File: src/design/spq_pkg.sv
// Shared types and constants for the stable priority queue with memory accounting.
// Used by spq_store and stable_priority_queue_with_memory; depends on nothing else.
package spq_pkg;

    // Number of entry slots in the queue (valid range 2 to 31).
    localparam int QUEUE_DEPTH = 16;
    localparam int ADDR_W      = $clog2(QUEUE_DEPTH);
    localparam int CNT_W       = $clog2(QUEUE_DEPTH + 1);

    localparam int PID_W   = 16;
    localparam int PRI_W   = 8;
    localparam int MEM_W   = 16;
    localparam int QCNT_W  = 5;

    localparam logic [MEM_W-1:0] MEMORY_TOTAL_RESET = 16'd4096;

    // Request kinds.
    localparam logic [1:0] KIND_ENQUEUE = 2'd0;
    localparam logic [1:0] KIND_DEQUEUE = 2'd1;
    localparam logic [1:0] KIND_REMOVE  = 2'd2;

    // Result status codes.
    localparam logic [1:0] ST_DONE    = 2'd0;
    localparam logic [1:0] ST_FULL    = 2'd1;
    localparam logic [1:0] ST_NOMEM   = 2'd2;
    localparam logic [1:0] ST_MISSING = 2'd3;

    typedef struct packed {
        logic [PID_W-1:0] pid;
        logic [PRI_W-1:0] prio;
        logic [MEM_W-1:0] memory;
    } entry_t;

    typedef struct packed {
        logic              en;
        logic [ADDR_W-1:0] addr;
        entry_t            data;
    } store_wr_t;

endpackage

File: src/design/stable_priority_queue_with_memory.sv
// Top level of the stable priority queue with a free-memory count.
// Depends on spq_pkg and instantiates spq_store for the entry slots.
//
// Usage:
// The input channel (s_valid/s_ready) carries one request per beat: enqueue,
// dequeue of the front entry, or remove by id. Every request produces exactly
// one result beat on the output channel (m_valid/m_ready) holding a status,
// the entry taken out (zero otherwise), the free memory count and the number
// of entries held after the request.
// Entries live in a store with one write port and one registered read port and
// are walked one slot per cycle by a small sequencer, so the block takes one
// request at a time. A refused request, a dequeue or remove on an empty queue
// and the unused kind go from CMD straight to FINISH; an enqueue first walks
// SHIFT_UP over the entries moved behind the new one, and a dequeue or remove
// walks SCAN over every entry held.
// s_ready returns in the same cycle as the result is registered. A new
// request may be accepted while the previous result still waits on a stalled
// receiver; its result then holds back until the output register frees up.
// Synchronous active-low reset empties the queue and loads the free count
// with 4096. A write on cfg_wr_en reloads the free count with cfg_wr_data and
// keeps the held entries; it is only to be issued by the user while the block
// is idle, and the block itself does not enforce this.
module stable_priority_queue_with_memory (
    input  logic        aclk,
    input  logic        aresetn,

    input  logic        s_valid,
    output logic        s_ready,
    input  logic [1:0]  s_kind,
    input  logic [15:0] s_item_pid,
    input  logic [7:0]  s_item_priority,
    input  logic [15:0] s_item_memory,

    output logic        m_valid,
    input  logic        m_ready,
    output logic [1:0]  m_status,
    output logic [15:0] m_out_pid,
    output logic [7:0]  m_out_priority,
    output logic [15:0] m_out_memory,
    output logic [15:0] m_free_memory_now,
    output logic [4:0]  m_queue_count,

    input  logic        cfg_wr_en,
    input  logic [15:0] cfg_wr_data
);

    localparam int AddrW = spq_pkg::ADDR_W;
    localparam int CntW  = spq_pkg::CNT_W;
    localparam int MemW  = spq_pkg::MEM_W;
    localparam int QcW   = spq_pkg::QCNT_W;

    // IDLE waits for a request, CMD decodes it and issues the first store read,
    // SHIFT_UP walks from the back making room for an enqueue, SCAN walks from
    // the front to find and close up a removed entry, FINISH hands the result
    // to the output register.
    typedef enum logic [2:0] {
        IDLE,
        CMD,
        SHIFT_UP,
        SCAN,
        FINISH
    } state_t;

    state_t state_reg, state_next;

    // Latched request.
    logic [1:0]              kind_reg, kind_next;
    spq_pkg::entry_t         req_reg, req_next;

    // Walk position: in SHIFT_UP the slot being filled, in SCAN the slot whose
    // data is on the store read port this cycle.
    logic [CntW-1:0]         idx_reg, idx_next;
    logic                    found_reg, found_next;
    spq_pkg::entry_t         take_reg, take_next;
    logic [1:0]              stat_reg, stat_next;

    logic [CntW-1:0]         count_reg, count_next;
    logic [MemW-1:0]         free_reg, free_next;

    // Output register.
    logic                    m_valid_reg, m_valid_next;
    logic [1:0]              m_status_reg, m_status_next;
    spq_pkg::entry_t         m_entry_reg, m_entry_next;
    logic [MemW-1:0]         m_free_reg, m_free_next;
    logic [CntW-1:0]         m_count_reg, m_count_next;

    // Store ports.
    spq_pkg::store_wr_t      st_wr;
    logic [AddrW-1:0]        st_rd_addr;
    spq_pkg::entry_t         st_rd_data;

    logic [MemW:0]           give_sum;

    spq_store u_store (
        .aclk    (aclk),
        .wr      (st_wr),
        .rd_addr (st_rd_addr),
        .rd_data (st_rd_data)
    );

    // Memory returned by a removed entry, saturated at the top of the field.
    assign give_sum = {1'b0, free_reg} + {1'b0, take_reg.memory};

    always_comb begin
        state_next    = state_reg;
        kind_next     = kind_reg;
        req_next      = req_reg;
        idx_next      = idx_reg;
        found_next    = found_reg;
        take_next     = take_reg;
        stat_next     = stat_reg;
        count_next    = count_reg;
        free_next     = free_reg;
        m_valid_next  = m_valid_reg && !m_ready;
        m_status_next = m_status_reg;
        m_entry_next  = m_entry_reg;
        m_free_next   = m_free_reg;
        m_count_next  = m_count_reg;
        st_wr         = '0;
        st_rd_addr    = '0;

        unique case (state_reg)
            IDLE: begin
                if (s_valid) begin
                    kind_next       = s_kind;
                    req_next.pid    = s_item_pid;
                    req_next.prio   = s_item_priority;
                    req_next.memory = s_item_memory;
                    state_next      = CMD;
                end
            end

            CMD: begin
                found_next = 1'b0;
                take_next  = '0;
                stat_next  = spq_pkg::ST_DONE;
                unique case (kind_reg) inside
                    spq_pkg::KIND_ENQUEUE: begin
                        if (count_reg == CntW'(spq_pkg::QUEUE_DEPTH)) begin
                            stat_next  = spq_pkg::ST_FULL;
                            state_next = FINISH;
                        end else if (req_reg.memory > free_reg) begin
                            stat_next  = spq_pkg::ST_NOMEM;
                            state_next = FINISH;
                        end else begin
                            // Start at the back; read the last held entry.
                            idx_next   = count_reg;
                            st_rd_addr = AddrW'(count_reg - 1'b1);
                            state_next = SHIFT_UP;
                        end
                    end
                    spq_pkg::KIND_DEQUEUE, spq_pkg::KIND_REMOVE: begin
                        if (count_reg == '0) begin
                            stat_next  = spq_pkg::ST_MISSING;
                            state_next = FINISH;
                        end else begin
                            idx_next   = '0;
                            st_rd_addr = '0;
                            state_next = SCAN;
                        end
                    end
                    default: begin
                        state_next = FINISH;
                    end
                endcase
            end

            SHIFT_UP: begin
                st_wr.en   = 1'b1;
                st_wr.addr = AddrW'(idx_reg);
                if (idx_reg == '0 || st_rd_data.prio <= req_reg.prio) begin
                    // Equal priorities stay ahead, so arrival order is kept.
                    st_wr.data = req_reg;
                    count_next = count_reg + 1'b1;
                    free_next  = free_reg - req_reg.memory;
                    state_next = FINISH;
                end else begin
                    st_wr.data = st_rd_data;
                    idx_next   = idx_reg - 1'b1;
                    st_rd_addr = AddrW'(idx_reg - CntW'(2));
                end
            end

            SCAN: begin
                if (idx_reg == count_reg) begin
                    if (found_reg) begin
                        count_next = count_reg - 1'b1;
                        free_next  = give_sum[MemW] ? {MemW{1'b1}} : give_sum[MemW-1:0];
                        stat_next  = spq_pkg::ST_DONE;
                    end else begin
                        stat_next  = spq_pkg::ST_MISSING;
                    end
                    state_next = FINISH;
                end else begin
                    if (found_reg) begin
                        // Close the gap: move this entry one slot toward the front.
                        st_wr.en   = 1'b1;
                        st_wr.addr = AddrW'(idx_reg - 1'b1);
                        st_wr.data = st_rd_data;
                    end else if (kind_reg == spq_pkg::KIND_DEQUEUE ||
                                 st_rd_data.pid == req_reg.pid) begin
                        found_next = 1'b1;
                        take_next  = st_rd_data;
                    end
                    idx_next   = idx_reg + 1'b1;
                    st_rd_addr = AddrW'(idx_reg + 1'b1);
                end
            end

            FINISH: begin
                if (!m_valid_reg || m_ready) begin
                    m_valid_next  = 1'b1;
                    m_status_next = stat_reg;
                    m_entry_next  = take_reg;
                    m_free_next   = free_reg;
                    m_count_next  = count_reg;
                    state_next    = IDLE;
                end
            end

            default: begin
                state_next = IDLE;
            end
        endcase

        // A register write reloads the free count; it is to come only while idle, not enforced here.
        if (cfg_wr_en) begin
            free_next = cfg_wr_data;
        end
    end

    always_ff @(posedge aclk) begin
        if (!aresetn) begin
            state_reg   <= IDLE;
            count_reg   <= '0;
            free_reg    <= spq_pkg::MEMORY_TOTAL_RESET;
            m_valid_reg <= 1'b0;
            found_reg   <= 1'b0;
        end else begin
            state_reg   <= state_next;
            count_reg   <= count_next;
            free_reg    <= free_next;
            m_valid_reg <= m_valid_next;
            found_reg   <= found_next;
        end
        kind_reg     <= kind_next;
        req_reg      <= req_next;
        idx_reg      <= idx_next;
        take_reg     <= take_next;
        stat_reg     <= stat_next;
        m_status_reg <= m_status_next;
        m_entry_reg  <= m_entry_next;
        m_free_reg   <= m_free_next;
        m_count_reg  <= m_count_next;
    end

    // No request is taken while reset is held.
    assign s_ready           = (state_reg == IDLE) && aresetn;
    assign m_valid           = m_valid_reg;
    assign m_status          = m_status_reg;
    assign m_out_pid         = m_entry_reg.pid;
    assign m_out_priority    = m_entry_reg.prio;
    assign m_out_memory      = m_entry_reg.memory;
    assign m_free_memory_now = m_free_reg;
    assign m_queue_count     = QcW'(m_count_reg);

endmodule

File: src/design/spq_store.sv
// Entry store of the priority queue: one write port and one registered read port.
// Depends on spq_pkg for the entry type and the queue depth.
module spq_store (
    input  logic                        aclk,
    input  spq_pkg::store_wr_t          wr,
    input  logic [spq_pkg::ADDR_W-1:0]  rd_addr,
    output spq_pkg::entry_t             rd_data
);

    spq_pkg::entry_t mem_reg [spq_pkg::QUEUE_DEPTH];
    spq_pkg::entry_t rd_data_reg;

    always_ff @(posedge aclk) begin
        if (wr.en) begin
            mem_reg[wr.addr] <= wr.data;
        end
        rd_data_reg <= mem_reg[rd_addr];
    end

    assign rd_data = rd_data_reg;

endmodule

File: config.mk
export PLATFORM = sky130hd
export DESIGN_NAME = stable_priority_queue_with_memory
export DESIGN_NICKNAME = d
export VERILOG_FILES = /design/src/design/spq_pkg.sv /design/src/design/stable_priority_queue_with_memory.sv /design/src/design/spq_store.sv
export SDC_FILE = /design/constraint.sdc
export NUM_CORES = 1
export LEC_CHECK = 0
export ABC_AREA = 1
export BUFFER_PORTS_ARGS = -buffer_cell sky130_fd_sc_hd__buf_2
export CORE_ASPECT_RATIO = 0.75
export CORE_MARGIN = 2
export CORE_UTILIZATION = 35
export DETAILED_ROUTE_END_ITERATION = 16
export GPL_TIMING_DRIVEN = 0
export PLACE_DENSITY = 0.47
export SYNTH_ARGS = -nofsm -noshare
export SYNTH_HDL_FRONTEND = slang
export SYNTH_SLANG_ARGS = --single-unit
File: constraint.sdc
create_clock -name aclk -period 12.9 [get_ports aclk]
set_clock_uncertainty 0.05 [all_clocks]
set_input_delay 0.645 -clock aclk [delete_from_list [all_inputs] [get_ports aclk]]
set_output_delay 0.645 -clock aclk [all_outputs]
set_load 0.02 [all_outputs]
==> results.sh <==
export IMPL_outcome="completed"
export IMPL_ant_nets=0
export IMPL_chipWidth_um=385
export IMPL_cap_violations=0
export IMPL_core_area_sq_um=108000
export IMPL_cts_htree_levels=3
export IMPL_totalWireLength_um=127000
export IMPL_start_kind="flip-flop"
export IMPL_grt_first_pass_wirelength_um=180000
export IMPL_antenna_found_initial=5
export IMPL_placed_cells=5230
export IMPL_synth_nets=3740
export IMPL_finalCritPeriodShare=0.362
export IMPL_yosys_register_bits=858
export IMPL_tns_ns=0
export IMPL_syn2layout_area_growth_pct=17.3
export IMPL_syn_avg_cell_area_sq_um=10.5
export IMPL_clkLatencyLatePin_ns=0.71
export IMPL_io_buffers=127
export IMPL_ys_types=45
export IMPL_grt_max_degree=25
export IMPL_netlist_instances=3625
export IMPL_place_congestion=0.918
export IMPL_cts_made_buffers=91
export IMPL_postCtsSetupRepairBufs=0
export IMPL_clockBufferDepth=3
export IMPL_viasPerCell=5.06
export IMPL_fillers=10451
export IMPL_power_total_w=0.00641
export IMPL_via_count=27294
export IMPL_dieArea_sq_um=112000
export IMPL_switching_power_w=0.00165
export IMPL_drive_gt1_frac=0.127
export IMPL_sw_frac_of_total=0.257
export IMPL_layout_cells_non_filler=5398
export IMPL_ios=128
export IMPL_p_comb_frac=0.099
export IMPL_root_buffer="clkbuf_16"
export IMPL_pwr_share_clk=0.409
export IMPL_initial_utilization=0.354
export IMPL_ir_drop_mv=0.0994
export IMPL_die_y_um=290
export IMPL_largest_register_ffs=640
export IMPL_cts_tree="yes"
export IMPL_drcViolationCount=0
export IMPL_synth_edff_count=792
export IMPL_fp_row_count=104
export IMPL_synth_async_sr_flop_share=0
export IMPL_clk_pin_slew_ns=0.06
export IMPL_p_int_w=0.00476
export IMPL_pwr_share_seq=0.493
export IMPL_rrSetupSlack_ns=8.24
export IMPL_rsz0062_at_grt="false"
export IMPL_setup_viol=0
export IMPL_nets=4007
export IMPL_min_path_type="in -> reg"
export IMPL_wire_per_inst_um=23.4
export IMPL_power_leakage_nw=18.4
export IMPL_drv_slew=0
export IMPL_clock_sinks=858
export IMPL_grt_overflow=0
export IMPL_drtIter0Drc=3136
export IMPL_ys_flop_type="edfxtp_1"
export IMPL_cp_max_fo=16
export IMPL_ctsResizeCount=0
export IMPL_synth_area_sq_um=38200
export IMPL_track_usage=0.225
export IMPL_synth_seq_area_share=0.658
export IMPL_endpoint_kind="flip-flop"
export IMPL_powerDensity_nw_per_um2=143
export IMPL_max_slew_margin_rel=0.0371
export IMPL_finalCriticalPeriod_ns=4.66
export IMPL_grt_pass1_vias=25655
export IMPL_worst_slew_pin_slew_ns=1.44
export IMPL_dr_pass1_iters=5
export IMPL_finalHoldViolCount=0
export IMPL_cp_arrival_ns=4.86
export IMPL_hold_buffers=0
export IMPL_post_dp_hpwl_um=86800
export IMPL_fmax_ghz=0.214
export IMPL_ys_warn_count=0
export IMPL_path_class="reg -> reg"
export IMPL_crit_required_ns=13.10
## stage by stage
step,hold slack [ns],util,worst slack [ns],instance area [sq um]
final,0.0561,0.416,8.24,44800
after global routing,0.0196,0.416,8.17,44800
after CTS,0.00919,0.415,7.99,44800
after detailed placement,0.355,0.388,8.01,41800
after global placement,0.354,0.377,3.91,40600
after floorplan,0.350,-,7.90,38200
## kinds of logic (layout without fill, tap and decap cells)
logic type / count (synthesis) / after routing / share of synthesized area
other: 0 / 1 / 0
xor gates and xnor gates: 29 / 29 / 0.00665
adders and majority gates: 52 / 52 / 0.0174
buffers and inverters: 801 / 1142 / 0.0829
and+or+nand+nor: 1697 / 1697 / 0.207
AOI/OAI and AO/OA: 188 / 188 / 0.0286
DFF: 858 / 858 / 0.658
## worst paths after layout
path                                  startpoint                       to  cells past startpoint
worst min register to register      take_reg[17]        m_out_priority[1]                      0
worst max register to register       req_reg[20]  u_store.mem_reg[14][23]                     10
worst min-delay path            s_item_memory[8]               req_reg[8]                      1
worst max-delay path                 req_reg[20]  u_store.mem_reg[14][23]                     10
## worst max-delay path, cell delays in order, from the launching register on
cell and delay (ns):
edfxtp_1 0.32, inv_1 0.14, ha_1 0.33, nand2_1 0.06, nor2_1 0.21, nand2_1 0.08, nand2_1 0.20, nand2_1 0.59
nand2_1 0.58, clkbuf_1 1.02, o22ai_2 0.60
## placed cells by master (no fill, tap or decap), types with 6 or more instances in the layout
master	n
buf_4	8
a21o_1	9
clkbuf_16	93
xor2_1	16
clkbuf_1	74
inv_2	9
ha_1	50
buf_16	7
inv_1	601
nand3_1	778
nand3b_1	123
buf_12	23
a21oi_1	60
clkinv_1	12
clkinv_2	23
edfxtp_1	792
o22ai_2	32
buf_1	16
clkbuf_8	6
buf_8	10
nor2_4	17
nand2_1	645
a31oi_1	9
o211ai_1	8
dfxtp_1	66
nand4_1	7
o21ai_0	40
buf_2	236
nor2_1	111
xnor2_1	13
o21ai_1	6
## cells in the mapped netlist, types with 2 or more instances
cell type	count	share of area
a211oi_1	3	0.00059
a21o_1	9	0.0018
a21oi_1	61	0.0080
a31oi_1	9	0.0015
buf_1	16	0.0016
buf_2	109	0.014
buf_4	6	0.0012
clkbuf_1	59	0.0058
dfxtp_1	66	0.035
edfxtp_1	792	0.62
fa_1	2	0.0010
ha_1	50	0.016
inv_1	602	0.059
inv_2	8	0.00079
nand2_1	645	0.063
nand2_2	3	0.00049
nand3_1	778	0.10
nand3b_1	123	0.024
nand4_1	7	0.0011
nor2_1	127	0.012
nor2_2	2	0.00033
nor4_1	4	0.00066
o211ai_1	8	0.0016
o21ai_0	48	0.0063
o21bai_1	3	0.00059
o221ai_1	2	0.00046
o22ai_1	37	0.0061
or2_2	2	0.00033
xnor2_1	13	0.0030
xor2_1	16	0.0037
## layout make-up
class | count | area [sq um] | area share
flip-flops and latches | 858 | 25100 | 0.561
diodes | 1 | 2.50 | 0.0000559
clock buffers | 116 | 2470 | 0.0552
inverters | 611 | 2290 | 0.0512
clock inverters | 51 | 474 | 0.0106
multi-input cells | 1966 | 10300 | 0.229
well taps | 1431 | 1790 | 0.0400
repair buffers | 174 | 1510 | 0.0337
plain buffers | 190 | 875 | 0.0195
## per-layer routing
metal	global-route usage	vias to the layer above	routed length, um
li1	-	12793	-
met1	0.354	13334	61900
met2	0.316	1023	52100
met3	0.0449	144	10000
met4	0.0487	0	2430
met5	0	-	0
## power by group through the flow
stage / logic (W) / registers (W) / clock network [W]
floorplan: 0.000361 / 0.00322 / 0
global placement: 0.000593 / 0.00323 / 0
detailed placement: 0.000620 / 0.00322 / 0
CTS: 0.000623 / 0.00316 / 0.00268
global route: 0.000689 / 0.00317 / 0.00277
finish: 0.000632 / 0.00316 / 0.00262
(Power assumes the default switching activity.)
